### src/hdl/wla_pkg.sv
// shared types and constants for the wrapped local alignment unit
// used by every module of the block; no dependencies of its own

package wla_pkg;

  localparam int DEF_MAX_COLS    = 1024;
  localparam int DEF_MAX_ROWS    = 4096;
  localparam int DEF_SCORE_WIDTH = 16;

  // depth of the queue between the front and back halves
  localparam int QUEUE_DEPTH = 4;

  localparam int CFG_ADDR_W = 5;
  localparam int CFG_DATA_W = 32;

  localparam logic signed [15:0] RST_ROW_GAP_OPEN   = -16'sd10;
  localparam logic signed [15:0] RST_ROW_GAP_EXTEND = -16'sd1;
  localparam logic signed [15:0] RST_COL_GAP_OPEN   = -16'sd10;
  localparam logic signed [15:0] RST_COL_GAP_EXTEND = -16'sd1;
  localparam logic [10:0]        RST_COLUMN_COUNT   = 11'd1024;

  typedef enum logic [2:0] {
    REG_ROW_GAP_OPEN   = 3'd0,
    REG_ROW_GAP_EXTEND = 3'd1,
    REG_COL_GAP_OPEN   = 3'd2,
    REG_COL_GAP_EXTEND = 3'd3,
    REG_COLUMN_COUNT   = 3'd4
  } reg_idx_t;

  typedef enum logic [1:0] {
    TRACE_ZERO  = 2'd0,
    TRACE_INS   = 2'd1,
    TRACE_DEL   = 2'd2,
    TRACE_MATCH = 2'd3
  } trace_code_t;

  typedef struct packed {
    logic signed [15:0] row_gap_open;
    logic signed [15:0] row_gap_extend;
    logic signed [15:0] col_gap_open;
    logic signed [15:0] col_gap_extend;
    logic [10:0]        column_count;
  } cfg_t;

  typedef struct packed {
    logic signed [10:0] match_score;
    logic               first_cell;
  } in_item_t;

  typedef struct packed {
    trace_code_t trace_code;
    logic [14:0] cell_score;
    logic [14:0] best_score;
    logic [12:0] best_row;
    logic [10:0] best_col;
  } out_item_t;

endpackage

### src/hdl/wla_cfg.sv
// apb register bank: gap penalties and column count
// depends on wla_pkg; also exports the clipped column count

module wla_cfg #(
  parameter int MAX_COLS = wla_pkg::DEF_MAX_COLS
) (
  input  logic                            clk,
  input  logic                            rst,
  input  logic                            psel,
  input  logic                            penable,
  input  logic                            pwrite,
  input  logic [wla_pkg::CFG_ADDR_W-1:0]  paddr,
  input  logic [wla_pkg::CFG_DATA_W-1:0]  pwdata,
  output logic [wla_pkg::CFG_DATA_W-1:0]  prdata,
  output logic                            pready,
  output wla_pkg::cfg_t                   cfg,
  output logic [$clog2(MAX_COLS+1)-1:0]   cols
);
  import wla_pkg::*;

  localparam int CW  = $clog2(MAX_COLS + 1);
  localparam int CCW = (CW > 11) ? CW : 11;

  reg_idx_t idx;
  logic     wr_en;
  logic [CCW-1:0] cc_w;

  assign pready = 1'b1;
  assign idx    = reg_idx_t'(paddr[4:2]);
  assign wr_en  = psel && penable && pwrite && pready;

  always_ff @(posedge clk) begin
    if (rst) begin
      cfg.row_gap_open   <= RST_ROW_GAP_OPEN;
      cfg.row_gap_extend <= RST_ROW_GAP_EXTEND;
      cfg.col_gap_open   <= RST_COL_GAP_OPEN;
      cfg.col_gap_extend <= RST_COL_GAP_EXTEND;
      cfg.column_count   <= RST_COLUMN_COUNT;
    end else if (wr_en) begin
      unique case (idx)
        REG_ROW_GAP_OPEN:   cfg.row_gap_open   <= pwdata[15:0];
        REG_ROW_GAP_EXTEND: cfg.row_gap_extend <= pwdata[15:0];
        REG_COL_GAP_OPEN:   cfg.col_gap_open   <= pwdata[15:0];
        REG_COL_GAP_EXTEND: cfg.col_gap_extend <= pwdata[15:0];
        REG_COLUMN_COUNT:   cfg.column_count   <= pwdata[10:0];
        default: ;
      endcase
    end
  end

  always_comb begin
    unique case (idx)
      REG_ROW_GAP_OPEN:   prdata = {16'd0, cfg.row_gap_open};
      REG_ROW_GAP_EXTEND: prdata = {16'd0, cfg.row_gap_extend};
      REG_COL_GAP_OPEN:   prdata = {16'd0, cfg.col_gap_open};
      REG_COL_GAP_EXTEND: prdata = {16'd0, cfg.col_gap_extend};
      REG_COLUMN_COUNT:   prdata = {21'd0, cfg.column_count};
      default:            prdata = '0;
    endcase
  end

  // zero means one column, anything past the row buffer means all of it
  always_comb begin
    cc_w = CCW'(cfg.column_count);
    if (cc_w == '0) begin
      cols = CW'(1);
    end else if (cc_w > CCW'(MAX_COLS)) begin
      cols = CW'(MAX_COLS);
    end else begin
      cols = cc_w[CW-1:0];
    end
  end

endmodule

### config.mk
export PLATFORM = sky130hd
export DESIGN_NAME = wla_cfg
export DESIGN_NICKNAME = d
export VERILOG_FILES = /design/src/hdl/wla_pkg.sv /design/src/hdl/wla_cfg.sv
export SDC_FILE = /design/constraint.sdc
export NUM_CORES = 1
export LEC_CHECK = 0
export ABC_CLOCK_PERIOD_IN_PS = 1960
export BUFFER_PORTS_ARGS = -buffer_cell sky130_fd_sc_hd__buf_2
export CORE_ASPECT_RATIO = 1.25
export CORE_UTILIZATION = 51
export CTS_CLUSTER_SIZE = 28
export DETAILED_ROUTE_END_ITERATION = 8
export GPL_ROUTABILITY_DRIVEN = 0
export HOLD_SLACK_MARGIN = 0.12
export PLACE_DENSITY_LB_ADDON = 0.08
export SYNTH_ARGS = -nofsm -noshare
export SYNTH_HDL_FRONTEND = slang
export SYNTH_SLANG_ARGS = --single-unit
### constraint.sdc
create_clock -name clk -period 1.96 [get_ports clk]
set_input_delay 0.098 -clock clk [delete_from_list [all_inputs] [get_ports clk]]
set_output_delay 0.098 -clock clk [all_outputs]
set_load 0.01 [all_outputs]
==> flow_summary.json, run 1 <==
{
  "grt_usage_pct": 25.9,
  "ios": 161,
  "ys_seq_area_share_pct": 40.7,
  "yosysTopAreaCellShare_pct": 40.7,
  "p_leak_nw": 2.06,
  "layout-drive-gt1-share_pct": 34.1,
  "die-area_um2": 7580,
  "fin_area_um2": 4730,
  "syn_area_um2": 3690,
  "grt-ovfl-total": 0,
  "fin_crit_sh_pct": 81.6,
  "syn_area_per_cell_um2": 9.68,
  "antenna_found_initial": 0,
  "fmax_mhz": 625,
  "ys_seq_elements": 75,
  "place_hpwl_mm": 6.56,
  "met2_usage_pct": 44.9,
  "cts_tree": "done",
  "post-synth-top-count-cell": "nor2_1",
  "slew_viol_final": 0,
  "initial_core_util_pct": 52.9,
  "clockBufferDepth": 2,
  "ys_warn_count": 0,
  "synth_cells": 381,
  "synth_ff_type": "dfxtp_1",
  "drtIter0Drc": 138,
  "hold_path_class": "input port to register",
  "crit_type": "input port to output port",
  "path_max_fanout": 16,
  "fin_worst_skew_ns": 0,
  "ant_nets": 0,
  "r2r_start": "cc_w[10]",
  "busiest_layer": "met2",
  "synth_edf_count": 0,
  "grt_pass1_wl_mm": 15.1,
  "hold_viol": 0,
  "htree_levels": 3,
  "met3_usage_pct": 6.29,
  "num_antenna_cells": 0,
  "netlist_top_cells_count": "79 x nor2_1, 77 x mux2i_1, 75 x dfxtp_1",
  "areaGrowthSynthToFinish_pct": 28.2,
  "rsz0062_at_grt": "no",
  "grt_max_degree": 66,
  "root_buffer": "clkbuf_8",
  "routed_wl_mm": 9.56,
  "drc": 0,
  "min_from": "rst",
  "cp-start-kind": "input port",
  "io_buffers": 125,
  "power_density_nw_per_um2": 705,
  "crit_arrival_ns": 1.50,
  "post_cts_buffers": 0,
  "async_flop_share_pct": 0,
  "yosysTopAreaCell": "dfxtp_1",
  "grt_pass1_vias": 3021,
  "placed_area_um2": 4320,
  "clk_latency_ns": 0.35,
  "tns_ns": 0,
  "nNetsFinal": 559,
  "die_y_um": 97.1,
  "vias": 3150,
  "vias_per_cell": 5.15,
  "clk_pin_slew_ns": 0.08,
  "status": "complete, no violations",
  "drtPass1Iterations": 4,
  "drt-wirelength-per-cell_um": 15.6,
  "vdd_drop_max_mv": 0.448,
  "tightest_slew_ns": 0.541,
  "slew-limit-headroom_pct": 63.9,
  "period_minus_slack_ns": 1.60,
  "cp-end-kind": "output port",
  "required_ns": 1.86,
  "cts_buffers": 9,
  "numClockSinks": 75,
  "synth.distinct_cells": 28,
  "coreArea_um2": 6980,
  "gr-usage-met1_pct": 30.6,
  "num_rows": 34,
  "crit_start": "paddr[2]",
  "setup_viol": 0,
  "maxCapViolations": 0,
  "synthTopCellsByArea": "dfxtp_1 41%, mux2i_1 21%, nor2_1 8.0%",
  "fp.dieW_um": 78.1
}
## cell type report
type,instances,area (um^2)
Fill cell,599,2250
Tap cell,90,113
Timing Repair Buffer,158,926
Clock inverter,6,114
Sequential cell,75,1500
Clock buffer,10,128
Multi-Input combinational cell,273,1940
## what timing repair did
item | 4_1_cts | 5_1_grt
hold buffers | 16 | 0
gates resized for setup | 0 | 1
endpoints found under the hold margin | 75 | 0
setup endpoints to repair | 0 | 2
## registers in the layout, summed over array words and instances (netlist names)
signal  flops
cfg        64
cc_w       11
## where the power goes
group          switching (mW)  internal, mW
Combinational           0.194         0.143
Sequential            0.00991          1.53
Clock                   0.601         0.848
Total                   0.805          2.53
## metrics by stage
step | utilization [%] | hold slack [ns] | instances | total power [mW] | setup slack [ns]
after detailed placement | 61.9 | 0.381 | 580 | 1.89 | 0.149
after global routing | 67.7 | 0.298 | 612 | 3.44 | 0.283
after CTS | 67.7 | 0.289 | 612 | 3.34 | 0.110
after global placement | 61.9 | 0.375 | 580 | 1.89 | 0.145
after floorplan | - | 0.253 | 396 | 1.80 | 0.766
final | 67.7 | 0.278 | 612 | 3.33 | 0.361
## kinds of logic after synthesis
logic type             synth area share [%]
AND/OR/NAND/NOR                        17.1
multiplexers                           27.0
other                                 0.204
buffers and inverters                  8.42
AO/OA/AOI/OAI                          6.52
flip-flops                             40.7
## layer usage
| metal | vias to the layer above | part of all wire, % |
|---|---|---|
| met5 | - | 0 |
| met4 | 0 | 1.4 |
| met3 | 10 | 5.3 |
| met2 | 104 | 51 |
| met1 | 1495 | 42 |
| li1 | 1541 | - |
## critical path, stage by stage
cell and delay (ns):
buf_2 0.34, buf_4 0.23, mux2_2 0.34, a22oi_1 0.21, o22ai_1 0.13, buf_2 0.15
## placed cells by master (no fill, tap or decap), types with 15 or more instances in the layout
cell type      count
buf_2            125
nor2_1            79
buf_4             16
a22oi_1           20
nand2b_1          24
conb_1            17
mux2i_1           77
nor2b_1           15
dfxtp_1           75
dlygate4sd3_1     16
## path summary, 6_finish.rpt
path	to	slack (ns)	cells past startpoint
worst max-delay path	prdata[8]	0.36	6
worst max register to register	cc_w[10]	1.06	2
worst min register to register	cfg[30]	0.50	2
worst min-delay path	cfg[46]	0.28	4
Power figures use the tool's default switching activity.
==> run 2: changes to the inputs <==
--- a/config.mk
+++ b/config.mk
@@ -5,10 +5,10 @@
 export SDC_FILE = /design/constraint.sdc
 export NUM_CORES = 1
 export LEC_CHECK = 0
-export ABC_CLOCK_PERIOD_IN_PS = 1960
+export ABC_CLOCK_PERIOD_IN_PS = 1600
 export BUFFER_PORTS_ARGS = -buffer_cell sky130_fd_sc_hd__buf_2
 export CORE_ASPECT_RATIO = 1.25
-export CORE_UTILIZATION = 51
+export CORE_UTILIZATION = 48
 export CTS_CLUSTER_SIZE = 28
 export DETAILED_ROUTE_END_ITERATION = 8
 export GPL_ROUTABILITY_DRIVEN = 0
==> constraint.sdc (replaced) <==
create_clock -name clk -period 1.6 [get_ports clk]
set_input_delay 0.08 -clock clk [delete_from_list [all_inputs] [get_ports clk]]
set_output_delay 0.08 -clock clk [all_outputs]
set_load 0.01 [all_outputs]
==> run 2 against run 1 <==
- combinational power rose by 25%
- critical path type is now register to output port
- global-route usage fell by 2.3 points
- worst setup slack got worse by 0.27 ns
- via count rose by 0.98%
- critical path depth fell by 2
- cell area rose by 0.45%
- non-clock buffer count rose by 4
- highest routed layer unchanged
- sequential share of layout area fell by 0.14 points
- core utilization fell by 3.6 points
==> flow_summary.json, run 2 (synthesis gave the netlist of run 1 again) <==
{
  "drtPass1Iterations": 5,
  "most-common-layout-cells": "125 x buf_2, 79 x nor2_1, 77 x mux2i_1",
  "place_hpwl_mm": 6.67,
  "ios": 161,
  "cts_buffers": 9,
  "placed_area_um2": 4380,
  "tns_ns": 0,
  "rsz0062_at_grt": "no",
  "met2_usage_pct": 40.2,
  "fp.dieW_um": 80.4,
  "cp_top_family": "compound AO/OA/AOI/OAI gates",
  "preCtsSetupSlack_ns": 0.299,
  "drc": 0,
  "clk_pin_slew_ns": 0.08,
  "worst_slack_ns": 0.0899,
  "min_from": "rst",
  "crit_chain": "mux2_2 > a22oi_1 > o22ai_1 > buf_2",
  "combinationalPowerShare_pct": 10.9,
  "final_common_cell": "buf_2",
  "min_path_cells": 4,
  "initial_core_util_pct": 49.8,
  "power_density_nw_per_um2": 814,
  "maxCapViolations": 0,
  "required_ns": 1.52,
  "path_depth": 4,
  "cp-start-kind": "register",
  "cts_tree": "done",
  "instances_no_fill": 618,
  "fin_crit_sh_pct": 94.4,
  "nNetsFinal": 563,
  "root_buffer": "clkbuf_8",
  "fin_area_um2": 4750,
  "coreArea_um2": 7400,
  "p_seq_share_pct": 48.9,
  "grt_max_degree": 63,
  "fin_worst_skew_ns": 0,
  "busiest_layer": "met2",
  "clk_latency_ns": 0.34,
  "path_max_fanout": 3,
  "antenna_found_initial": 0,
  "r2r_cells": 2,
  "cp_slowest_cell": "dfxtp_1",
  "rrSetupSlack_ns": 0.91,
  "status": "complete, no violations",
  "die-area_um2": 8040,
  "slew_viol_final": 0,
  "crit_type": "register to output port",
  "setup_viol": 0,
  "switching_share_pct": 24.1,
  "hold_viol": 0,
  "crit_arrival_ns": 1.43,
  "r2r_start": "cc_w[0]",
  "dp.cells": 586,
  "final_util_pct": 64.1,
  "layout-drive-gt1-share_pct": 34.4,
  "top_register": "cfg",
  "htree_levels": 3,
  "grt_pass1_wl_mm": 14.3,
  "vias_per_cell": 5.15,
  "post_cts_buffers": 0,
  "grt-ovfl-total": 0,
  "hold_path_class": "input port to register",
  "p_int_mw": 2.93,
  "grt_pass1_vias": 2892,
  "num_rows": 35,
  "clockBufferDepth": 2,
  "power_switching_mw": 0.933,
  "path_buf_inv": 1,
  "die_y_um": 100,
  "areaGrowthSynthToFinish_pct": 28.7,
  "fillers": 674,
  "largest_register_ffs": 64,
  "whs_endpoint": "cfg[14]",
  "cp-end-kind": "output port",
  "num_antenna_cells": 0,
  "cpPeakStageDelay_ns": 0.33,
  "routed_wl_mm": 9.45,
  "p_leak_nw": 2.09,
  "period_minus_slack_ns": 1.51,
  "numClockSinks": 75,
  "r2r-end": "cc_w[0]",
  "ant_nets": 0,
  "met3_usage_pct": 4.64,
  "drt-wirelength-per-cell_um": 15.3,
  "vdd_drop_max_mv": 0.504,
  "drtIter0Drc": 171,
  "grt_usage_pct": 23.6,
  "io_buffers": 125,
  "clkPwrFrac_pct": 40.1,
  "gr-usage-met1_pct": 28.6,
  "vias": 3181,
  "fmax_mhz": 662
}
run 2: layout make-up:
type | count | area, um^2 | area share, %
Clock buffer | 10 | 128 | 2.69
Multi-Input combinational cell | 273 | 1940 | 40.9
Timing Repair Buffer | 162 | 981 | 20.7
Sequential cell | 75 | 1500 | 31.6
Tap cell | 92 | 115 | 2.42
Clock inverter | 6 | 80.1 | 1.69
run 2: timing repair:
action                                  4_1_cts  5_1_grt
hold endpoints to repair                     75        0
hold buffers                                 16        0
endpoints found under the setup margin        0        0
gates resized for setup                       0        0
run 2: power by group through the flow:
| stage | Clock, mW | Combinational (mW) | Sequential [mW] |
|---|---|---|---|
| global route | 1.66 | 0.458 | 1.89 |
| floorplan | 0 | 0.266 | 1.94 |
| finish | 1.55 | 0.422 | 1.89 |
| CTS | 1.58 | 0.422 | 1.89 |
| global placement | 0 | 0.387 | 1.93 |
| detailed placement | 0 | 0.391 | 1.93 |
run 2: how the worst max path moves through the flow:
stage          startpoint         end
5_1_grt           cc_w[6]     cols[0]
3_3_place_gp     paddr[2]   prdata[2]
4_1_cts           cc_w[6]     cols[0]
2_1_floorplan    paddr[2]  prdata[10]
3_5_place_dp     paddr[4]     cfg[32]
6_report          cfg[29]   prdata[2]
run 2: metal layers:
metal  vias to the layer above  part of all wire, %
li1                       1550                    -
met1                      1505                   44
met2                       115                   49
met3                        11                  5.5
met4                         0                  1.5
met5                         -                    0
run 2: worst register-to-register path: stages, from the launching register on:
cell and delay, ns:
dfxtp_1 0.43, nand2b_1 0.08, mux2i_1 0.12
run 2: through the flow:
step	hold slack [ns]	power, mW
4_1_cts	0.257	3.89
3_5_place_dp	0.363	2.33
6_report	0.263	3.86
3_3_place_gp	0.355	2.32
5_1_grt	0.290	4.01
2_1_floorplan	0.235	2.21
