<file path="config.mk">
export PLATFORM = sky130hd
export DESIGN_NAME = wla_front
export DESIGN_NICKNAME = d
export VERILOG_FILES = /design/src/hdl/wla_pkg.sv /design/src/hdl/wla_front.sv
export SDC_FILE = /design/constraint.sdc
export NUM_CORES = 1
export LEC_CHECK = 0
export BUFFER_PORTS_ARGS = -buffer_cell sky130_fd_sc_hd__buf_4
export CORE_ASPECT_RATIO = 1.25
export CORE_MARGIN = 2
export CORE_UTILIZATION = 47
export CTS_CLUSTER_DIAMETER = 40
export DETAILED_ROUTE_END_ITERATION = 10
export PLACE_DENSITY = 0.76
export SYNTH_ARGS = -nofsm -noshare
export SYNTH_HDL_FRONTEND = slang
export SYNTH_SLANG_ARGS = --single-unit
</file>
<file path="constraint.sdc">
create_clock -name clk -period 3.4 [get_ports clk]
set_clock_uncertainty 0.2 [all_clocks]
set_input_delay 0.34 -clock clk [delete_from_list [all_inputs] [get_ports clk]]
set_output_delay 0.34 -clock clk [all_outputs]
set_load 0.05 [all_outputs]
</file>
<file path="src/hdl/wla_pkg.sv">
// shared types and constants for the wrapped local alignment unit
// used by every module of the block; no dependencies of its own

package wla_pkg;

  localparam int DEF_MAX_COLS    = 1024;
  localparam int DEF_MAX_ROWS    = 4096;
  localparam int DEF_SCORE_WIDTH = 16;

  // depth of the queue between the front and back halves
  localparam int QUEUE_DEPTH = 4;

  localparam int CFG_ADDR_W = 5;
  localparam int CFG_DATA_W = 32;

  localparam logic signed [15:0] RST_ROW_GAP_OPEN   = -16'sd10;
  localparam logic signed [15:0] RST_ROW_GAP_EXTEND = -16'sd1;
  localparam logic signed [15:0] RST_COL_GAP_OPEN   = -16'sd10;
  localparam logic signed [15:0] RST_COL_GAP_EXTEND = -16'sd1;
  localparam logic [10:0]        RST_COLUMN_COUNT   = 11'd1024;

  typedef enum logic [2:0] {
    REG_ROW_GAP_OPEN   = 3'd0,
    REG_ROW_GAP_EXTEND = 3'd1,
    REG_COL_GAP_OPEN   = 3'd2,
    REG_COL_GAP_EXTEND = 3'd3,
    REG_COLUMN_COUNT   = 3'd4
  } reg_idx_t;

  typedef enum logic [1:0] {
    TRACE_ZERO  = 2'd0,
    TRACE_INS   = 2'd1,
    TRACE_DEL   = 2'd2,
    TRACE_MATCH = 2'd3
  } trace_code_t;

  typedef struct packed {
    logic signed [15:0] row_gap_open;
    logic signed [15:0] row_gap_extend;
    logic signed [15:0] col_gap_open;
    logic signed [15:0] col_gap_extend;
    logic [10:0]        column_count;
  } cfg_t;

  typedef struct packed {
    logic signed [10:0] match_score;
    logic               first_cell;
  } in_item_t;

  typedef struct packed {
    trace_code_t trace_code;
    logic [14:0] cell_score;
    logic [14:0] best_score;
    logic [12:0] best_row;
    logic [10:0] best_col;
  } out_item_t;

endpackage

</file>
<file path="src/hdl/wla_front.sv">
// front half: accepts score items and assigns each its row and column
// depends on wla_pkg; feeds wla_queue

module wla_front #(
  parameter int MAX_COLS = wla_pkg::DEF_MAX_COLS,
  parameter int MAX_ROWS = wla_pkg::DEF_MAX_ROWS,
  localparam int RW = $clog2(MAX_ROWS + 1),
  localparam int CW = $clog2(MAX_COLS + 1),
  localparam int EW = 11 + 1 + RW + CW
) (
  input  logic              clk,
  input  logic              rst,
  input  logic              in_valid,
  output logic              in_stall,
  input  wla_pkg::in_item_t in_item,
  input  logic [CW-1:0]     cols,
  input  logic              q_full,
  output logic              push,
  output logic [EW-1:0]     push_data
);
  import wla_pkg::*;

  typedef struct packed {
    logic signed [10:0] ms;
    logic               new_matrix;
    logic [RW-1:0]      row;
    logic [CW-1:0]      col;
  } cell_t;

  logic [RW-1:0] row_counter, row_next;
  logic [CW-1:0] col_counter, col_next;
  logic [CW:0]   col_inc;
  logic          new_matrix;
  cell_t         ent;

  assign in_stall = q_full;
  assign push     = in_valid && !q_full;

  always_comb begin
    new_matrix = in_item.first_cell || (row_counter == '0);
    col_inc    = {1'b0, col_counter} + 1'b1;
    row_next   = row_counter;
    col_next   = col_inc[CW-1:0];
    if (new_matrix) begin
      row_next = RW'(1);
      col_next = CW'(1);
    end else if (col_inc > {1'b0, cols}) begin
      col_next = CW'(1);
      if (row_counter < RW'(MAX_ROWS)) begin
        row_next = row_counter + 1'b1;
      end
    end
    ent.ms         = in_item.match_score;
    ent.new_matrix = new_matrix;
    ent.row        = row_next;
    ent.col        = col_next;
  end

  assign push_data = ent;

  always_ff @(posedge clk) begin
    if (rst) begin
      row_counter <= '0;
      col_counter <= '0;
    end else if (push) begin
      row_counter <= row_next;
      col_counter <= col_next;
    end
  end

endmodule

</file>
==> results_dict.tcl, run 1 <==
set metrics [dict create \
    drt-wirelength-per-cell_um 18.5 \
    drt-total-wl_um 7830 \
    outcome "finished, violations left" \
    total_power_w 0.000597 \
    synth_edf_count 0 \
    yosys_warnings 0 \
    final_antenna_net_count 0 \
    grt_pass1_vias 2465 \
    most-common-layout-cells "buf_4, nand2_1, buf_6" \
    hpwl_um 4500 \
    fmax_mhz 268 \
    htreeDepth 1 \
    grt_overflow 0 \
    drtPass1Iterations 4 \
    io-pin-count 65 \
    nNetsFinal 406 \
    synth_flop_cell "dfxtp_1" \
    num_rows 28 \
    drive_gt1_share_pct 45.3 \
    p_per_area_nw_per_um2 176 \
    drc 0 \
    viasPerCell 6.09 \
    area_delta_synth_final_pct 52.8 \
    layout_commonest_cell "buf_4" \
    tightest_slew_ns 0.634 \
    post-route-min-period_ns 3.73 \
    syn_inst 302 \
    vias 2584 \
    clock_sink_count 24 \
    synth-async-reset-ratio_pct 0 \
    hold_viol_final 0 \
    root_buffer "clkbuf_8" \
    grt_pass1_wl_um 11700 \
    core-area_um2 4660 \
    critPathBufInv 3 \
    setup_violations 24 \
    cp.arrival_ns 3.19 \
    utilization_pct 72.9 \
    die_h_um 80.9 \
    grt_antenna_before_repair 0 \
    start_util_pct 47.7 \
    synth.avg_cell_area_um2 7.37 \
    fin_ws_ns -0.334 \
    peakVddDrop_mv 0.154 \
    power_leakage_nw 1.34 \
    cpPeakStageDelay_ns 0.50 \
    cp_cell_sequence "nand4_4 -> inv_2 -> nand2_4 -> nor3_4 -> xnor2_2 -> inv_2 -> ha_4 -> nand3_4 -> nor3_4 -> o311a_4 -> o21ai_4 -> or4_4 -> a21oi_4 -> buf_6" \
    grt_max_degree 28 \
    rsz0062_at_grt "true" \
    die_w_um 65.5 \
    clk_path_buf_depth 2 \
    syn_area_um2 2220 \
    die_area_um2 5300 \
    synth_nets 343 \
    ys_seq_elements 24 \
    track_usage_pct 27.9 \
    diodes 0 \
    worst_path_max_delay_cell "or4_4" \
    maxCapViolCount 0 \
    slew_headroom_pct 57.5 \
    path_class "flip-flop to output pin" \
    seq_area_frac_synth_pct 21.6 \
    numCtsBuffers 3 \
    crit_path_end_kind "output pin" \
    cp_max_fo 5 \
    layout_worst_path_cycle_share_pct 110 \
    start_kind "flip-flop" \
    first_iter_violations 355 \
    violations "setup timing" \
    hp-class "input pin to flip-flop" \
    port_buffers 42 \
    worst_ep_required_time_ns 2.86 \
    synth.distinct_cells 50 \
    clk_pin_slew_ns 0.10 \
    cts_tree "yes" \
    slew_viol_final 0 \
    path_delay_family "simple AND/OR/NAND/NOR gates" \
    place.gp.congestion 0.922 \
    clkLatencyLatePin_ns 0.28 \
]
[cell type report]
type                       count  area (µm²)
multi-input combinational    220        1870
fill                         330        1260
timing repair buffer          91         812
sequential                    24         490
inverter                      25        93.8
tap                           60        75.1
clock buffer                   4        55.1
[registers in the layout, indices dropped and copies added, names as in the netlist]
signal	cells
row_counter	13
col_counter	11
[repair_timing]
item | 4_1_cts | 5_1_grt
cloned | 1 | 0
buffers inserted | 12 | 6
hold buffers | 0 | 0
gates resized for setup | 60 | 33
endpoints found under the setup margin | 26 | 32
pin swaps | 21 | 20
[power breakdown]
group          switching [W]  internal [W]  total (W)
Sequential        0.00000259      0.000282   0.000285
Combinational      0.0000625     0.0000380   0.000101
Clock               0.000108      0.000104   0.000212
Total               0.000173      0.000424   0.000597
[cells by family (layout without fill, tap and decap cells)]
family                     Yosys count  count (layout)  share of synthesized area [%]
muxes                                3               3                           1.41
buffers and inverters               59             120                           13.2
AOI/OAI and AO/OA                   67              68                           21.1
adders and majority gates           14              14                           7.87
and+or+nand+nor                    123             123                           30.1
DFF                                 24              24                           21.6
xor gates and xnor gates            12              12                           4.72
[per-stage QoR]
stage / TNS (ns) / hold WS, ns / cell area, µm² / instances / worst slack [ns]
2_1_floorplan: -0.317 / 0.273 / 2340 / 302 / -0.0551
3_3_place_gp: -0.119 / 0.283 / 2770 / 401 / -0.0339
3_5_place_dp: -0.685 / 0.294 / 2770 / 401 / -0.119
4_1_cts: -2.83 / 0.194 / 3180 / 418 / -0.274
5_1_grt: -9.49 / 0.224 / 3400 / 424 / -0.488
6_report: -4.77 / 0.208 / 3400 / 424 / -0.334
[path summary, 6_finish.rpt]
path,slack [ns],depth (start not counted),endpoint,start
setup / recovery,-0.33,14,push_data[19],col_counter[2]
setup reg to reg,0.03,16,row_counter[4],col_counter[2]
hold reg to reg,0.32,2,col_counter[1],col_counter[1]
hold / removal,0.21,2,row_counter[10],rst
[routing by layer]
metal  up-vias  routed length (µm)  global-route usage (%)
met1      1228                2770                    30.0
met2       119                4190                    52.9
met5         -                   0                       0
li1       1199                   -                       -
met4         0                 391                    13.8
met3        38                 474                    3.88
[cells in the mapped netlist (all sizes together), types with 3 or more instances]
cell type / n / area share, %
buf: 19 / 6.4
a21oi: 18 / 4.0
nor3: 8 / 1.8
or4: 9 / 3.2
nor2: 17 / 2.9
a31oi: 12 / 3.4
o311ai: 3 / 1.2
and3: 5 / 1.4
or3: 5 / 1.4
xnor2: 7 / 2.8
nor2b: 3 / 0.84
dfxtp: 24 / 22
nand2: 32 / 5.7
or4b: 3 / 1.3
o211ai: 10 / 4.0
o21a: 4 / 1.3
nand2b: 4 / 1.1
inv: 23 / 3.9
nand4: 10 / 3.1
clkbuf: 15 / 2.5
o21ai: 7 / 2.2
ha: 14 / 7.9
xor2: 5 / 2.0
nor4: 4 / 1.1
nand3: 17 / 4.0
o31ai: 5 / 1.7
No activity file was read; power rests on OpenSTA's default activity.
==> inputs of run 2 (changes only) <==
--- a/config.mk
+++ b/config.mk
@@ -11,7 +11,7 @@
 export CORE_UTILIZATION = 47
 export CTS_CLUSTER_DIAMETER = 40
 export DETAILED_ROUTE_END_ITERATION = 10
-export PLACE_DENSITY = 0.76
+export PLACE_DENSITY = 0.79
 export SYNTH_ARGS = -nofsm -noshare
 export SYNTH_HDL_FRONTEND = slang
 export SYNTH_SLANG_ARGS = --single-unit
==> run 2 against run 1 <==
  * The flow still finishes with violations (setup timing)
  * Register-to-register slack lost 0.23 ns
  * Maximum frequency rose by 0.68%
  * Die area did not move
  * Critical endpoint unchanged
==> results_dict.tcl, run 2 (synthesis gave the netlist of run 1 again) <==
set metrics [dict create \
    outcome "finished, violations left" \
    violations "setup timing" \
    fin_setup_tns_ns -4.41 \
    cp_max_fo 6 \
    start_util_pct 47.7 \
    crit_path_end_kind "output pin" \
    clk_path_buf_depth 2 \
    die_area_um2 5300 \
    cts.hold.buffers_added 0 \
    finish.instance_area_um2 3380 \
    reg_top3 "row_counter (13), col_counter (11)" \
    hp-class "input pin to flip-flop" \
    p_per_area_nw_per_um2 194 \
    numCtsBuffers 3 \
    dp.cells 394 \
    htreeDepth 1 \
    slew_headroom_pct 60.7 \
    num_rows 28 \
    layout_worst_path_cycle_share_pct 109 \
    utilization_pct 72.6 \
    viasPerCell 6.30 \
    die_w_um 65.5 \
    regMostFlops "row_counter" \
    drc 0 \
    slew_viol_final 0 \
    cp.arrival_ns 3.17 \
    maxCapViolCount 0 \
    clock_sink_count 24 \
    first_iter_violations 322 \
    cts_tree "yes" \
    track_usage_pct 28.9 \
    path_class "flip-flop to output pin" \
    tightest_slew_ns 0.586 \
    fin_ws_ns -0.308 \
    largest_reg_flops 13 \
    layout_commonest_cell "buf_4" \
    final-instance-count-excl-fill 418 \
    dp_slack_ns -0.0390 \
    area_delta_synth_final_pct 52.0 \
    fmax_mhz 270 \
    fillerInstances 327 \
    grt_max_degree 28 \
    clkLatencyLatePin_ns 0.28 \
    io-pin-count 65 \
    port_buffers 42 \
    grt_pass1_wl_um 12000 \
    clk_pin_slew_ns 0.10 \
    start_kind "flip-flop" \
    root_buffer "clkbuf_8" \
    peakVddDrop_mv 0.301 \
    hold_viol_final 0 \
    dpl_cell_area_um2 2720 \
    setup_violations 28 \
    grt_overflow 0 \
    drtPass1Iterations 6 \
    vias 2632 \
    rsz0062_at_grt "true" \
    final_antenna_net_count 0 \
    core-area_um2 4660 \
    die_h_um 80.9 \
    drt-total-wl_um 8200 \
    most-common-layout-cells "buf_4, nand2_1, buf_6" \
    place.gp.congestion 0.936 \
    grt_pass1_vias 2555 \
    drt-wirelength-per-cell_um 19.6 \
    drive_gt1_share_pct 45.3 \
    power_leakage_nw 1.30 \
    diodes 0 \
    hpwl_um 4460 \
    post-route-min-period_ns 3.71 \
    grt_antenna_before_repair 0 \
    nNetsFinal 400 \
    worst_ep_required_time_ns 2.86 \
]
[run 2: changes by cell type in the layout (fill, tap and decap cells not counted), moves of 2 or more]
cell     delta
o21ai_0     +2
and3_4      -2
nor2_2      +2
nor2_1      +3
and3_1      +2
buf_8       -2
buf_6       -2
nor2_4      -5
ha_1        -3
xor2_4      +2
nand2_2     +2
ha_4        +3
[run 2: critical path, stage by stage, from the launching register on]
cell and delay (ns):
dfxtp_2 0.38, nand4_4 0.13, inv_2 0.10, nand4_1 0.12, xor2_1 0.25, inv_1 0.13
ha_4 0.30, nand2_2 0.07, o21a_1 0.21, o211ai_4 0.24, o21ai_4 0.13, or4_4 0.50
a21oi_4 0.15, buf_6 0.19
[run 2: through the flow]
step | power [W] | hold WS [ns]
detailed placement | 0.000375 | 0.290
CTS | 0.000641 | 0.198
finish | 0.000656 | 0.201
global placement | 0.000373 | 0.292
floorplan | 0.000377 | 0.273
global route | 0.000674 | 0.198
[run 2: final cells by class]
cell class                      count  area [µm²]  share of cell area (%)
Sequential cell                    24         493                    14.6
Inverter                           25        93.8                    2.78
Clock buffer                        3        41.3                    1.22
Tap cell                           60        75.1                    2.22
Timing Repair Buffer               86         739                    21.9
Clock inverter                      1        30.0                   0.888
Multi-Input combinational cell    219        1910                    56.4
[run 2: timing repair]
item / CTS / global route
gates resized for setup: 56 / 31
setup endpoints to repair: 24 / 30
setup buffers: 13 / 7
pin swaps: 15 / 16
gates cloned: 1 / 0
[run 2: power breakdown]
group / leakage (nW) / total, W / switching, W / internal (W)
Clock: 0.0357 / 0.000269 / 0.000112 / 0.000158
Combinational: 1.07 / 0.000103 / 0.0000641 / 0.0000384
Sequential: 0.197 / 0.000284 / 0.00000216 / 0.000282
Total: 1.30 / 0.000656 / 0.000178 / 0.000478
[run 2: per-layer routing]
| layer | track usage [%] | up-vias | wire [µm] |
|---|---|---|---|
| li1 | - | 1187 | - |
| met2 | 53.4 | 149 | 4240 |
| met4 | 15.6 | 0 | 441 |
| met5 | 0 | - | 0 |
| met3 | 3.60 | 47 | 522 |
| met1 | 31.7 | 1249 | 3000 |
[run 2: path summary, 6_finish.rpt]
kind                                       from  slack (ns)  depth (start not counted)              end
worst max-delay path             col_counter[5]       -0.31                         13    push_data[19]
worst min-delay path                        rst        0.20                          2   col_counter[2]
worst max register to register   col_counter[5]       -0.20                         16  row_counter[11]
worst min register to register  col_counter[10]        0.33                          2  col_counter[10]
==> inputs of run 3 (changes only) <==
--- a/config.mk
+++ b/config.mk
@@ -8,10 +8,10 @@
 export BUFFER_PORTS_ARGS = -buffer_cell sky130_fd_sc_hd__buf_4
 export CORE_ASPECT_RATIO = 1.25
 export CORE_MARGIN = 2
-export CORE_UTILIZATION = 47
+export CORE_UTILIZATION = 57
 export CTS_CLUSTER_DIAMETER = 40
 export DETAILED_ROUTE_END_ITERATION = 10
-export PLACE_DENSITY = 0.79
+export PLACE_DENSITY = 0.9
 export SYNTH_ARGS = -nofsm -noshare
 export SYNTH_HDL_FRONTEND = slang
 export SYNTH_SLANG_ARGS = --single-unit
==> constraint.sdc (replaced) <==
create_clock -name clk -period 4.6 [get_ports clk]
set_clock_uncertainty 0.2 [all_clocks]
set_input_delay 0.46 -clock clk [delete_from_list [all_inputs] [get_ports clk]]
set_output_delay 0.46 -clock clk [all_outputs]
set_load 0.05 [all_outputs]
==> run 3 against run 2 <==
  * The run now ends clean
  * Sequential share of layout area rose by 4.6 points
  * Final cell count fell by 14%
  * Count of clock-buffer cells in the layout did not move
  * Sequential power fell by 26%
  * Die area fell by 17%
==> results_dict.tcl, run 3 (synthesis gave the netlist of run 1 again) <==
set metrics [dict create \
    clk_path_buf_depth 2 \
    layout_worst_path_cycle_share_pct 95.2 \
    largest_reg_flops 13 \
    hpwl_um 3850 \
    num_rows 25 \
    drc 0 \
    vias 2274 \
    slew_viol_final 0 \
    start_kind "flip-flop" \
    grt_pass1_wl_um 9520 \
    htreeDepth 1 \
    tightest_slew_ns 0.555 \
    cp.arrival_ns 3.72 \
    utilization_pct 67.0 \
    regMostFlops "row_counter" \
    most-common-layout-cells "buf_4, nand2_1, inv_1" \
    drt-total-wl_um 5520 \
    dpl_cell_area_um2 2430 \
    port_buffers 42 \
    grt_overflow 0 \
    outcome "finished, final reports clean" \
    p_int_w 0.000347 \
    clkLatencyLatePin_ns 0.28 \
    fmax_mhz 228 \
    post_cts_buffers 0 \
    reg_top3 "row_counter (13), col_counter (11)" \
    pwr-share-clk_pct 41.6 \
    whs_path_depth 2 \
    area_delta_synth_final_pct 13.0 \
    nNetsFinal 360 \
    cts_resized 0 \
    layout_commonest_cell "buf_4" \
    p_comb_share_pct 12.5 \
    grt_max_degree 29 \
    peakVddDrop_mv 0.144 \
    track_usage_pct 27.3 \
    drtPass1Iterations 4 \
    die_h_um 73.8 \
    slew_headroom_pct 62.9 \
    first_iter_violations 164 \
    root_buffer "clkbuf_8" \
    hold_viol_final 0 \
    die_area_um2 4420 \
    start_util_pct 59.3 \
    finish.instance_area_um2 2510 \
    core-area_um2 3750 \
    power_leakage_nw 1.04 \
    setup_violations 0 \
    cp_max_fo 13 \
    place.gp.congestion 0.901 \
    drt-wirelength-per-cell_um 15.4 \
    path_class "flip-flop to output pin" \
    diodes 0 \
    grt_pass1_vias 2207 \
    worst_ep_required_time_ns 3.94 \
    cts.hold.buffers_added 0 \
    viasPerCell 6.35 \
    worst_r2r_path_depth 14 \
    grt_antenna_before_repair 0 \
    post-route-min-period_ns 4.38 \
    numCtsBuffers 3 \
    p_per_area_nw_per_um2 183 \
    crit_path_end_kind "output pin" \
    clock_sink_count 24 \
    hp-class "flip-flop to flip-flop" \
    final_antenna_net_count 0 \
    drive_gt1_share_pct 20.4 \
    power_frac_seq_pct 45.8 \
    cts_tree "yes" \
    maxCapViolCount 0 \
    switching_share_pct 24.6 \
    io-pin-count 65 \
    clk_pin_slew_ns 0.09 \
    die_w_um 59.9 \
    fin_setup_tns_ns 0 \
    p_sw_w 0.000113 \
]
run 3: changes by cell type in the layout (fill, tap and decap cells not counted), moves of 5 or more:
cell     previous run  this run
a21oi_1             9        18
a21oi_4             5         0
buf_4              61        46
buf_6              25         0
ha_1                7        13
ha_4                7         0
nor2_1             11        17
nor2_2              5         0
run 3: area by class of cell:
class                           count  area [µm²]
Inverter                           25        93.8
Tap cell                           40        50.0
Multi-Input combinational cell    219        1470
Fill cell                         313        1240
Clock inverter                      1        30.0
Timing Repair Buffer               46         345
Sequential cell                    24         483
Clock buffer                        3        41.3
run 3: path summary, 6_finish.rpt:
kind	end	startpoint	slack [ns]
setup reg to reg	row_counter[9]	col_counter[3]	0.83
hold reg to reg	col_counter[10]	col_counter[10]	0.32
hold / removal	col_counter[10]	col_counter[10]	0.32
setup / recovery	push_data[20]	col_counter[3]	0.22
run 3: power groups by stage:
stage,registers (W),logic (W),clock network (W)
after floorplan,0.000215,0.0000610,0
after CTS,0.000211,0.0000564,0.000194
after detailed placement,0.000216,0.0000558,0
after global placement,0.000215,0.0000551,0
after global routing,0.000211,0.0000632,0.000201
final,0.000211,0.0000577,0.000192
run 3: per-stage QoR:
stage | hold WS (ns) | std cells | total power [W] | worst slack [ns]
global route | 0.333 | 358 | 0.000475 | -0.0611
finish | 0.316 | 358 | 0.000460 | 0.222
CTS | 0.315 | 358 | 0.000461 | 0.0771
global placement | 0.287 | 354 | 0.000270 | 0.512
detailed placement | 0.303 | 354 | 0.000271 | 0.393
floorplan | 0.272 | 302 | 0.000276 | 0.276
run 3: per-layer routing:
layer  global-route usage, %  vias up  routed length (µm)
met5                       0        -                   0
met4                    16.3        0                 201
met3                    3.35       18                 322
met2                    44.7       88                2700
met1                    33.5     1056                2290
li1                        -     1112                   -
run 3: worst max-delay path: stages, from the launching register on:
cell and delay, ns:
dfxtp_1 0.45, nand4_2 0.16, inv_1 0.10, nand2_1 0.12
nor3_1 0.20, xnor2_1 0.19, inv_1 0.10, ha_1 0.32
nand3_1 0.19, nor3_4 0.28, o311a_2 0.29, o21ai_4 0.12
or4_1 0.51, a21oi_1 0.17, buf_4 0.22
