===== config.mk =====
export PLATFORM = sky130hd
export DESIGN_NAME = wla_queue
export DESIGN_NICKNAME = d
export VERILOG_FILES = /design/src/hdl/wla_pkg.sv /design/src/hdl/wla_queue.sv
export SDC_FILE = /design/constraint.sdc
export NUM_CORES = 1
export LEC_CHECK = 0
export BUFFER_PORTS_ARGS = -buffer_cell sky130_fd_sc_hd__buf_2
export CORE_UTILIZATION = 50
export DETAILED_ROUTE_END_ITERATION = 8
export GPL_TIMING_DRIVEN = 0
export PLACE_DENSITY = 0.71
export SLEW_MARGIN = 0
export SYNTH_ARGS = -nofsm -noshare
export SYNTH_HDL_FRONTEND = slang
export SYNTH_SLANG_ARGS = --single-unit

===== constraint.sdc =====
create_clock -name clk -period 1.7 [get_ports clk]
set_input_delay 0.085 -clock clk [delete_from_list [all_inputs] [get_ports clk]]
set_output_delay 0.085 -clock clk [all_outputs]
set_load 0.1 [all_outputs]

===== src/hdl/wla_pkg.sv =====
// shared types and constants for the wrapped local alignment unit
// used by every module of the block; no dependencies of its own

package wla_pkg;

  localparam int DEF_MAX_COLS    = 1024;
  localparam int DEF_MAX_ROWS    = 4096;
  localparam int DEF_SCORE_WIDTH = 16;

  // depth of the queue between the front and back halves
  localparam int QUEUE_DEPTH = 4;

  localparam int CFG_ADDR_W = 5;
  localparam int CFG_DATA_W = 32;

  localparam logic signed [15:0] RST_ROW_GAP_OPEN   = -16'sd10;
  localparam logic signed [15:0] RST_ROW_GAP_EXTEND = -16'sd1;
  localparam logic signed [15:0] RST_COL_GAP_OPEN   = -16'sd10;
  localparam logic signed [15:0] RST_COL_GAP_EXTEND = -16'sd1;
  localparam logic [10:0]        RST_COLUMN_COUNT   = 11'd1024;

  typedef enum logic [2:0] {
    REG_ROW_GAP_OPEN   = 3'd0,
    REG_ROW_GAP_EXTEND = 3'd1,
    REG_COL_GAP_OPEN   = 3'd2,
    REG_COL_GAP_EXTEND = 3'd3,
    REG_COLUMN_COUNT   = 3'd4
  } reg_idx_t;

  typedef enum logic [1:0] {
    TRACE_ZERO  = 2'd0,
    TRACE_INS   = 2'd1,
    TRACE_DEL   = 2'd2,
    TRACE_MATCH = 2'd3
  } trace_code_t;

  typedef struct packed {
    logic signed [15:0] row_gap_open;
    logic signed [15:0] row_gap_extend;
    logic signed [15:0] col_gap_open;
    logic signed [15:0] col_gap_extend;
    logic [10:0]        column_count;
  } cfg_t;

  typedef struct packed {
    logic signed [10:0] match_score;
    logic               first_cell;
  } in_item_t;

  typedef struct packed {
    trace_code_t trace_code;
    logic [14:0] cell_score;
    logic [14:0] best_score;
    logic [12:0] best_row;
    logic [10:0] best_col;
  } out_item_t;

endpackage


===== src/hdl/wla_queue.sv =====
// small fifo between the front and back halves
// depends on wla_pkg for its default depth and the import convention

module wla_queue #(
  parameter int WIDTH = 8,
  parameter int DEPTH = wla_pkg::QUEUE_DEPTH
) (
  input  logic             clk,
  input  logic             rst,
  input  logic             push,
  input  logic [WIDTH-1:0] push_data,
  output logic             full,
  output logic             q_valid,
  output logic [WIDTH-1:0] q_data,
  input  logic             pop
);
  import wla_pkg::*;

  localparam int PW  = $clog2(DEPTH);
  localparam int CNW = $clog2(DEPTH + 1);

  logic [WIDTH-1:0] slots [DEPTH];
  logic [PW-1:0]    wr_ptr, rd_ptr;
  logic [CNW-1:0]   count;

  assign full    = (count == CNW'(DEPTH));
  assign q_valid = (count != '0);
  assign q_data  = slots[rd_ptr];

  always_ff @(posedge clk) begin
    if (push) begin
      slots[wr_ptr] <= push_data;
    end
  end

  always_ff @(posedge clk) begin
    if (rst) begin
      wr_ptr <= '0;
      rd_ptr <= '0;
      count  <= '0;
    end else begin
      if (push) begin
        wr_ptr <= (wr_ptr == PW'(DEPTH - 1)) ? '0 : wr_ptr + 1'b1;
      end
      if (pop) begin
        rd_ptr <= (rd_ptr == PW'(DEPTH - 1)) ? '0 : rd_ptr + 1'b1;
      end
      if (push && !pop) begin
        count <= count + 1'b1;
      end else if (pop && !push) begin
        count <= count - 1'b1;
      end
    end
  end

endmodule


==> summary.md, run 1 <==
| Metric | Value |
|---|---|
| Status | `finished, final reports clean` |
| WL/cell | `14.1 um` |
| Post-Syn Nets | `105` |
| Met3 wire len | `106 um` |
| Final critical-path required period | `1.63 ns` |
| Detailed-route DRC error count | `0` |
| Area added between synthesis and finish | `23.9%` |
| Main combinational cell family by area after synthesis | `multiplexers` |
| Pleak | `0.743 nW` |
| Routed Wire Length | `2.36 mm` |
| Detailed-routing iteration count for the pre-antenna-repair pass | `4` |
| Clk Tree Root Cell | `clkbuf_4` |
| Length of routed met2 wiring | `1.24 mm` |
| Clock Path Buffers | `2` |
| Avg Synthesized Cell Area | `18.6 um2` |
| Maximum number of pins on one net before global-route repair | `13` |
| Final Max Slew Viols | `0` |
| Synth Cell Area | `1600 um2` |
| Most frequent standard cell in the layout excluding fill and tap cells | `edfxtp_1` |
| Total GRT Usage | `0.166` |
| Relative slew margins | `0.680` |
| Final Hold Vio Count | `0` |
| Share of the clock period used by the worst path after layout | `0.962` |
| Seq pwr share | `0.528` |
| Fmax | `0.612 GHz` |
| Register area share after synthesis | `0.714` |
| Mux share of post-synthesis cell area | `0.138` |
| Sw power | `702 uW` |
| Setup crit start kind | `flip-flop` |
| Simple logic cell fraction of the synthesized area | `0.0493` |
| Worst VDD drop | `0.000667 V` |
| Area of all placed cells without fillers | `1980 um2` |
| Met1 wire length | `966 um` |
| N_diodes | `0` |
| Clock sink count | `41` |
| Post-CTS Setup Bufs | `0` |
| Net Sw Frac | `0.316` |
| Clock power share | `0.221` |
| Antenna Violating Nets Remaining | `0` |
| Net count, final | `142` |
| Post-route worst setup slack | `0.0651 ns` |
| Number of instances in the synthesized netlist | `86` |
| Util after Layout | `0.649` |
| Floorplan die width | `58.6 um` |
| Top library cells by usage in the layout, fill and taps aside | `edfxtp_1, buf_2, dlygate4sd3_1, mux4_2, dfxtp_1` |
| Floorplan Core Area | `3050 um2` |
| Area enclosed by the die boundary | `3430 um2` |
| Number of placement rows | `20` |
| Req. time, crit path | `1.62 ns` |
| Flop and latch count out of synthesis | `41` |
| Synth Area in Compound Gates | `0.00939` |
| Routed via count | `826` |
| Standard cell area after detailed placement | `1760 um2` |
| Total power per unit cell area | `1120 nW/um2` |
| Routability congestion estimate from global placement | `0.641` |
| Critical Setup Path Class | `reg -> out` |
| Initial core utilization | `0.524` |
| Summed negative setup slack over all endpoints | `0 ns` |
| Layout Skew | `0.0121 ns` |
| Max-cap viol count | `0` |
| Transition time at the pin with the least slew margin | `0.483 ns` |
| CTS tree | `yes` |
| Fraction of layout instances using a drive strength above 1 | `0.315` |
| Ratio of routed vias to standard cells | `4.92` |
| Worst skew pair latency | `0.34 ns` |
| Number of placed I/O pins | `22` |
| Maximum level of the CTS H-tree | `2` |
| Adder-cell area share of the yosys netlist | `0.0595` |
| 1st-iter DRT viols | `12` |
| Yosys Warn Count | `0` |
| Fraction of power consumed by combinational cells | `0.251` |
| Number of buffers inserted during clock tree synthesis | `5` |
| Via count of the first global-routing pass | `876` |
| Wire length of the first global-routing pass | `3.84 mm` |
| Grt total ovfl | `0` |
| Min-Delay Path Class | `in -> reg` |
| Cell Int Power | `1.52 mW` |
| Initial antenna violation count | `0` |
| Type of element capturing the critical path | `primary output` |
| Setup-failing EPs final | `0` |
| Library cells used by synthesis | `16` |
| IO Port Bufs | `21` |
| Worst-path maximum fanout | `8` |
| Worst Setup Slack post-DPL | `0.118 ns` |
| Xor/xnor share of the synthesized area | `0.0110` |
| Worst Path Arrival | `1.55 ns` |
| Uppermost signal routing layer after detailed routing | `met4` |
| RSZ-0062 raised after global routing | `true` |
| Post-CTS clock slew at the launch and capture registers of the worst setup and hold paths | `0.11 ns` |
| Die Ht | `58.6 um` |
-- cells by family (layout without fill, tap and decap cells) --
kind of cell / Yosys count / after routing
mux: 12 / 12
fa+ha+maj: 7 / 7
compound gates: 3 / 3
buf+inv: 6 / 44
flops: 41 / 41
xor+xnor: 2 / 2
simple gates: 15 / 15
-- worst max-delay path: stages (launching register included) --
cell and delay, ns:
dfxtp_2 0.36, buf_12 0.13, mux4_2 0.52, buf_6 0.20
-- worst paths after layout --
path,from,end,depth (start not counted),slack (ns)
min reg2reg,count[2],count[2],2,0.53
max reg2reg,count[0],count[2],4,0.20
max,flip-flop,q_data[5],3,0.07
min,push,wr_ptr[1],3,0.1
-- metrics by stage --
| stage | cells | hold WS (ns) | total power, mW |
|---|---|---|---|
| 2_1_floorplan | 86 | 0.154 | 1.60 |
| 3_3_place_gp | 151 | 0.295 | 1.68 |
| 3_5_place_dp | 151 | 0.302 | 1.69 |
| 6_report | 168 | 0.0951 | 2.22 |
| 4_1_cts | 168 | 0.0766 | 2.23 |
| 5_1_grt | 168 | 0.0990 | 2.30 |
-- repair_timing --
| item | CTS | global route |
|---|---|---|
| pin swaps | 0 | 0 |
| resized for setup | 16 | 5 |
| setup endpoints to repair | 8 | 8 |
| hold buffers | 9 | 0 |
| cloned | 0 | 0 |
| hold endpoints to repair | 39 | 0 |
-- Yosys cell counts --
master	count	area [um2]
dfxtp_1	9	180
or3_1	2	12.5
clkbuf_2	1	5.00
o21ai_0	1	5.00
mux2i_1	4	40.0
buf_6	1	11.3
mux4_2	8	180
and2_1	4	25.0
xor2_1	2	17.5
a21oi_1	2	10.0
edfxtp_1	32	961
nor3b_1	2	15.0
ha_1	6	75.1
inv_1	4	15.0
nor2_1	7	26.3
fa_1	1	20.0
-- power groups by stage --
stage               registers, mW  clock network (mW)  logic, mW
floorplan                    1.19                   0      0.416
global placement             1.19                   0      0.488
detailed placement           1.19                   0      0.497
CTS                          1.17               0.506      0.552
global route                 1.18               0.541      0.586
finish                       1.17               0.491      0.557
-- flip-flops by register name, summed over array words and instances (netlist names), named ones only --
register  flops
count         3
slots        32
wr_ptr        2
rd_ptr        2
-- routing by layer --
| metal | global-route usage | vias up |
|---|---|---|
| li1 | - | 398 |
| met1 | 0.170 | 403 |
| met2 | 0.292 | 19 |
| met3 | 0.0659 | 6 |
| met4 | 0.0884 | 0 |
| met5 | 0 | - |
-- layout make-up --
class                   instances  area [um2]
repair buffers                 30         254
clock buffers                   8        58.8
flip-flops and latches         41        1140
inverters                       4        15.0
fillers                       246        1070
multi-input cells              39         432
well taps                      44        55.1
plain buffers                   2        25.0
Power figures use the tool's default switching activity.
==> run 2: changes to the inputs <==
--- a/config.mk
+++ b/config.mk
@@ -5,7 +5,7 @@
 export SDC_FILE = /design/constraint.sdc
 export NUM_CORES = 1
 export LEC_CHECK = 0
-export BUFFER_PORTS_ARGS = -buffer_cell sky130_fd_sc_hd__buf_2
+export BUFFER_PORTS_ARGS = -buffer_cell sky130_fd_sc_hd__clkbuf_2
 export CORE_UTILIZATION = 50
 export DETAILED_ROUTE_END_ITERATION = 8
 export GPL_TIMING_DRIVEN = 0
==> run 2 against run 1 <==
Compared with the run above: critical endpoint is now q_data[0]; setup slack got worse by 0.042 ns; combinational power is 4.8% higher; routed wire length is 5.6% higher; sequential power hardly changed; count of clock-buffer cells in the layout is 2 lower; cell count stayed put; flip-flop and latch count did not move.
==> summary.md, run 2 (same netlist as run 1, synthesis figures left out) <==
| Metric | Value |
|---|---|
| Status | `finished, final reports clean (unchanged)` |
| Max-cap viol count | `0 (unchanged)` |
| Type of element capturing the critical path | `primary output (unchanged)` |
| Req. time, crit path | `1.62 ns (about the same)` |
| Top library cells by usage in the layout, fill and taps aside | `edfxtp_1, clkbuf_2, dlygate4sd3_1, mux4_2, dfxtp_1 (was edfxtp_1, buf_2, dlygate4sd3_1, mux4_2, dfxtp_1)` |
| Min-Delay Path Class | `in -> reg (unchanged)` |
| Final cell count without fillers | `168 (unchanged)` |
| Worst Setup Slack post-DPL | `0.103 ns (was 0.118 ns)` |
| Worst Path Arrival | `1.59 ns (was 1.55 ns)` |
| Pleak | `0.757 nW (was 0.743 nW)` |
| Final Hold Vio Count | `0 (unchanged)` |
| Worst Hold Slack | `0.0645 ns (was 0.0951 ns)` |
| Number of placed I/O pins | `22 (unchanged)` |
| 1st-iter DRT viols | `16 (was 12)` |
| Routability congestion estimate from global placement | `0.672 (was 0.641)` |
| N_diodes | `0 (unchanged)` |
| Fmax | `0.597 GHz (was 0.612 GHz)` |
| CTS tree | `yes (unchanged)` |
| Detailed-route DRC error count | `0 (unchanged)` |
| Critical Setup Path Class | `reg -> out (unchanged)` |
| Maximum number of pins on one net before global-route repair | `13 (unchanged)` |
| Area added between synthesis and finish | `25.4% (was 23.9%)` |
| Top flop regs | `slots x32, count x3 (unchanged)` |
| Sequential cell area | `1140 um2 (unchanged)` |
| Biggest register | `slots (unchanged)` |
| Final Max Slew Viols | `0 (unchanged)` |
| Floorplan Core Area | `3050 um2 (unchanged)` |
| Worst skew pair latency | `0.34 ns (about the same)` |
| Total GRT Usage | `0.173 (was 0.166)` |
| Net count, final | `142 (unchanged)` |
| Fraction of layout instances using a drive strength above 1 | `0.323 (was 0.315)` |
| Share of the clock period used by the worst path after layout | `0.986 (was 0.962)` |
| Final critical-path required period | `1.68 ns (was 1.63 ns)` |
| FILL cells | `236 (was 246)` |
| Area of combinational cells with multiple inputs | `432 um2 (unchanged)` |
| Clock sink count | `41 (unchanged)` |
| Relative slew margins | `0.642 (was 0.680)` |
| Number of placement rows | `20 (unchanged)` |
| Initial core utilization | `0.524 (unchanged)` |
| Cell count after placement | `151 (unchanged)` |
| Initial antenna violation count | `0 (unchanged)` |
| Util after Layout | `0.657 (was 0.649)` |
| Grt total ovfl | `0 (unchanged)` |
| Floorplan die width | `58.6 um (unchanged)` |
| Worst-path maximum fanout | `8 (unchanged)` |
| DPL Wire Length | `1.60 mm` |
| Setup crit start kind | `flip-flop (unchanged)` |
| Post-CTS Setup Bufs | `0 (unchanged)` |
| WL/cell | `14.9 um (was 14.1 um)` |
| Ratio of routed vias to standard cells | `4.96 (was 4.92)` |
| Number of buffers inserted during clock tree synthesis | `5 (unchanged)` |
| Worst VDD drop | `0.000670 V (was 0.000667 V)` |
| Post-route worst setup slack | `0.0236 ns (was 0.0651 ns)` |
| Area enclosed by the die boundary | `3430 um2 (unchanged)` |
| Transition time at the pin with the least slew margin | `0.539 ns (was 0.483 ns)` |
| Number of flip-flops under the largest register name | `32 (unchanged)` |
| Detailed-routing iteration count for the pre-antenna-repair pass | `4 (unchanged)` |
| Setup-failing EPs final | `0 (unchanged)` |
| Maximum level of the CTS H-tree | `2 (unchanged)` |
| Clock Path Buffers | `2 (unchanged)` |
| Post-CTS clock slew at the launch and capture registers of the worst setup and hold paths | `0.12 ns (was 0.11 ns)` |
| Routed via count | `833 (was 826)` |
| Layout Skew | `0.0109 ns (was 0.0121 ns)` |
| Total power per unit cell area | `1100 nW/um2 (was 1120 nW/um2)` |
| Wire length of the first global-routing pass | `3.93 mm (was 3.84 mm)` |
| IO Port Bufs | `21 (unchanged)` |
| Antenna Violating Nets Remaining | `0 (unchanged)` |
| Most frequent standard cell in the layout excluding fill and tap cells | `edfxtp_1 (unchanged)` |
| Die Ht | `58.6 um (unchanged)` |
| RSZ-0062 raised after global routing | `true (unchanged)` |
| Via count of the first global-routing pass | `895 (was 876)` |
| Clk Tree Root Cell | `clkbuf_4 (unchanged)` |
| Routed Wire Length | `2.50 mm (was 2.36 mm)` |
==> run 2: metal layers <==
metal	global-route usage	routed length (um)	vias up
met5	0	0	-
met4	0.109	55	0
met3	0.0681	110	7
met2	0.292	1310	19
met1	0.180	1020	404
li1	-	-	403
==> run 2: cell type report <==
class                      count  area share
clock inverter                 2     0.00499
clock buffer                   6      0.0206
buffer                         2      0.0125
tap                           44      0.0274
sequential                    41       0.570
multi-input combinational     39       0.215
timing repair buffer          30       0.142
inverter                       4     0.00749
==> run 2: repair_timing <==
item,CTS,global route
gates resized for setup,19,8
hold endpoints to repair,38,0
endpoints found under the setup margin,8,8
hold buffers,9,0
==> run 2: power breakdown <==
| group | internal, mW | switching (mW) | total, mW |
|---|---|---|---|
| Sequential | 1.14 | 0.0312 | 1.17 |
| Clock | 0.158 | 0.295 | 0.453 |
| Combinational | 0.191 | 0.393 | 0.584 |
==> run 2: critical path, stage by stage, from the launching register on <==
cell and delay (ns):
dfxtp_2 0.36, buf_12 0.14, mux4_2 0.53, clkbuf_16 0.22
==> run 2: stage by stage <==
step                      area (um2)  setup TNS, ns  power, mW
after floorplan                 1600              0       1.60
after global placement          1760              0       1.68
after detailed placement        1760              0       1.69
after CTS                       1990        -0.0173       2.21
after global routing            2010         -0.129       2.31
final                           2010              0       2.21
==> run 2: worst paths after layout <==
check	slack, ns	start	to	depth (start not counted)
hold reg to reg	0.55	rd_ptr[1]	rd_ptr[1]	2
setup / recovery	0.02	flip-flop	q_data[0]	3
hold / removal	0.06	pop	rd_ptr[1]	3
setup reg to reg	0.15	count[0]	count[2]	4
==> run 3: changes to the inputs <==
--- a/config.mk
+++ b/config.mk
@@ -6,10 +6,12 @@
 export NUM_CORES = 1
 export LEC_CHECK = 0
 export BUFFER_PORTS_ARGS = -buffer_cell sky130_fd_sc_hd__clkbuf_2
-export CORE_UTILIZATION = 50
+export CELL_PAD_IN_SITES_DETAIL_PLACEMENT = 0
+export CELL_PAD_IN_SITES_GLOBAL_PLACEMENT = 1
+export CORE_UTILIZATION = 47
 export DETAILED_ROUTE_END_ITERATION = 8
 export GPL_TIMING_DRIVEN = 0
-export PLACE_DENSITY = 0.71
+export PLACE_DENSITY_LB_ADDON = 0.25
 export SLEW_MARGIN = 0
 export SYNTH_ARGS = -nofsm -noshare
 export SYNTH_HDL_FRONTEND = slang
==> run 3 against run 2 <==
Compared with the run above: combinational power about the same; first-iteration DRC count is 56% higher; clock skew is 0.0041 ns higher; critical path depth is the same; setup slack better by 0.0085 ns; maximum frequency up 0.51%; register-to-register slack improved by 0.09 ns; die area grew 6.2%; sequential share of layout area shrank 1.3 points; via count is 0.84% lower; clock power grew 54%; largest power group unchanged; highest routed layer unchanged.
==> summary.md, run 3 (same netlist as run 1, synthesis figures left out) <==
| Metric | Value |
|---|---|
| Area of all placed cells without fillers | `2050 um2 (was 2010 um2)` |
| Detailed-route DRC error count | `0 (unchanged)` |
| Maximum number of pins on one net before global-route repair | `14 (was 13)` |
| Setup-failing EPs final | `0 (unchanged)` |
| Buffers and inverters on the worst path | `2 (unchanged)` |
| Req. time, crit path | `1.62 ns (about the same)` |
| Area enclosed by the die boundary | `3640 um2 (was 3430 um2)` |
| Clock Path Buffers | `2 (unchanged)` |
| Initial core utilization | `0.511 (was 0.524)` |
| Number of buffers inserted during clock tree synthesis | `5 (unchanged)` |
| Antenna Violating Nets Remaining | `0 (unchanged)` |
| Post-CTS clock slew at the launch and capture registers of the worst setup and hold paths | `0.12 ns (about the same)` |
| Grt total ovfl | `0 (unchanged)` |
| Net count, final | `142 (unchanged)` |
| Number of flip-flops under the largest register name | `32 (unchanged)` |
| Worst Hold Slack | `0.0953 ns (was 0.0645 ns)` |
| Overall power of the completed layout | `2.45 mW (was 2.21 mW)` |
| Routed Wire Length | `2.58 mm (was 2.50 mm)` |
| Area of combinational cells with multiple inputs | `432 um2 (unchanged)` |
| Total GRT Usage | `0.159 (was 0.173)` |
| Max-cap viol count | `0 (unchanged)` |
| Standard cell area after detailed placement | `1760 um2 (unchanged)` |
| FILL cells | `230 (was 236)` |
| Initial antenna violation count | `0 (unchanged)` |
| Setup crit start kind | `flip-flop (unchanged)` |
| Biggest register | `slots (unchanged)` |
| Cell count after placement | `151 (unchanged)` |
| Critical path destination | `q_data[7] (was q_data[0])` |
| Clock sink count | `41 (unchanged)` |
| Total power per unit cell area | `1200 nW/um2 (was 1100 nW/um2)` |
| List of cells traversed by the critical path | `buf_12 -> mux4_2 -> clkbuf_16 (unchanged)` |
| Final Max Slew Viols | `0 (unchanged)` |
| Final critical-path required period | `1.67 ns (was 1.68 ns)` |
| Routability congestion estimate from global placement | `0.618 (was 0.672)` |
| Pleak | `0.778 nW (was 0.757 nW)` |
| IO Port Bufs | `21 (unchanged)` |
| Worst reg2reg setup slack | `0.24 ns (was 0.15 ns)` |
| Share of the clock period used by the worst path after layout | `0.981 (was 0.986)` |
| Area added between synthesis and finish | `28.3% (was 25.4%)` |
| Critical Setup Path Class | `reg -> out (unchanged)` |
| Fraction of layout instances using a drive strength above 1 | `0.331 (was 0.323)` |
| Type of element capturing the critical path | `primary output (unchanged)` |
| Post-CTS Setup Bufs | `0 (unchanged)` |
| Wire length of the first global-routing pass | `3.84 mm (was 3.93 mm)` |
| DPL Wire Length | `1.68 mm (was 1.60 mm)` |
| Top flop regs | `slots x32, count x3 (unchanged)` |
| Worst-path maximum fanout | `8 (unchanged)` |
| Sequential cell area | `1140 um2 (unchanged)` |
| Clk Tree Root Cell | `clkbuf_4 (unchanged)` |
| 1st-iter DRT viols | `25 (was 16)` |
| Detailed-routing iteration count for the pre-antenna-repair pass | `4 (unchanged)` |
| Min-Delay Path Class | `in -> reg (unchanged)` |
| Transition time at the pin with the least slew margin | `0.543 ns (was 0.539 ns)` |
| Reg-to-Reg End | `count[2] (unchanged)` |
| Floorplan die width | `60.3 um (was 58.6 um)` |
| Status | `finished, final reports clean (unchanged)` |
| N_diodes | `0 (unchanged)` |
| Fmax | `0.600 GHz (was 0.597 GHz)` |
| Dominant delay contributor by cell family on the critical path | `multiplexers (unchanged)` |
| Die Ht | `60.3 um (was 58.6 um)` |
| Worst Reg2Reg Path Length in Cells | `4 (unchanged)` |
| Slowest cell on the critical path | `mux4_2 (unchanged)` |
| Final cell count without fillers | `168 (unchanged)` |
| Floorplan Core Area | `3130 um2 (was 3050 um2)` |
| Most frequent standard cell in the layout excluding fill and tap cells | `edfxtp_1 (unchanged)` |
| Via count of the first global-routing pass | `814 (was 895)` |
| Reg-to-reg startpoint | `count[0] (unchanged)` |
| Final Hold Vio Count | `0 (unchanged)` |
| Number of placed I/O pins | `22 (unchanged)` |
| CTS tree | `yes (unchanged)` |
| WL/cell | `15.4 um (was 14.9 um)` |
| Worst Path Arrival | `1.58 ns (was 1.59 ns)` |
| Number of placement rows | `20 (unchanged)` |
| Relative slew margins | `0.640 (was 0.642)` |
| Top library cells by usage in the layout, fill and taps aside | `edfxtp_1, clkbuf_2, dlygate4sd3_1, mux4_2, dfxtp_1 (unchanged)` |
| Layout Skew | `0.0150 ns (was 0.0109 ns)` |
| Routed via count | `826 (was 833)` |
| Ratio of routed vias to standard cells | `4.92 (was 4.96)` |
| RSZ-0062 raised after global routing | `true (unchanged)` |
| Largest stage delay on the critical path | `0.53 ns (about the same)` |
| Worst skew pair latency | `0.34 ns (about the same)` |
| Worst VDD drop | `0.000623 V (was 0.000670 V)` |
| Maximum level of the CTS H-tree | `2 (unchanged)` |
| Total stage count of the critical path | `3 (unchanged)` |
==> run 3: cell types whose count changed in the layout (fill, tap and decap cells not counted), sizes merged <==
cell / delta
bufinv: +1
clkinv: -1
==> run 3: how the worst min path moves through the flow <==
stage / slack [ns] / cells after the start / to / start
finish: 0.1 / 3 / rd_ptr[1] / pop
global route: 0.12 / 3 / wr_ptr[1] / push
CTS: 0.007 / 2 / count[2] / rst
detailed placement: 0.31 / 1 / slots[0][7] / push_data[7]
global placement: 0.30 / 1 / slots[2][5] / push_data[5]
floorplan: 0.15 / 1 / count[2] / rst
==> run 3: cell type report <==
type,count,share of cell area
plain buffers,2,0.0122
clock buffers,6,0.0305
clock inverters,2,0.0171
inverters,4,0.00732
multi-input cells,39,0.210
flip-flops and latches,41,0.557
well taps,44,0.0268
repair buffers,30,0.139
==> run 3: worst min-delay path, stage by stage <==
cell      delay (ns)
clkbuf_2        0.11
mux2i_1         0.08
nor2_1          0.11
==> run 3: metrics by stage <==
| step | utilization | setup slack, ns | setup TNS [ns] |
|---|---|---|---|
| finish | 0.656 | 0.0321 | 0 |
| global route | 0.656 | -0.0266 | -0.0333 |
| CTS | 0.650 | 0.00641 | 0 |
| detailed placement | 0.564 | 0.135 | 0 |
| global placement | 0.564 | 0.179 | 0 |
| floorplan | - | 0.0507 | 0 |
==> run 3: repair_timing <==
item                                    in CTS  in global routing
gates resized for setup                     20                  7
hold buffers                                 8                  1
gates cloned                                 0                  0
endpoints found under the hold margin       32                  1
endpoints found under the setup margin       8                  8
==> run 3: where the power goes <==
| group | switching [mW] | internal, mW | leakage, nW | total, mW |
|---|---|---|---|---|
| Sequential | 0.0316 | 1.14 | 0.369 | 1.17 |
| Clock | 0.303 | 0.397 | 0.0534 | 0.699 |
| Combinational | 0.392 | 0.191 | 0.356 | 0.583 |
==> run 3: routing by layer <==
| layer | wire [um] | GRT usage | vias to the layer above |
|---|---|---|---|
| li1 | - | - | 400 |
| met1 | 1110 | 0.176 | 406 |
| met2 | 1370 | 0.286 | 15 |
| met3 | 60 | 0.0384 | 5 |
| met4 | 44 | 0.0731 | 0 |
| met5 | 0 | 0 | - |
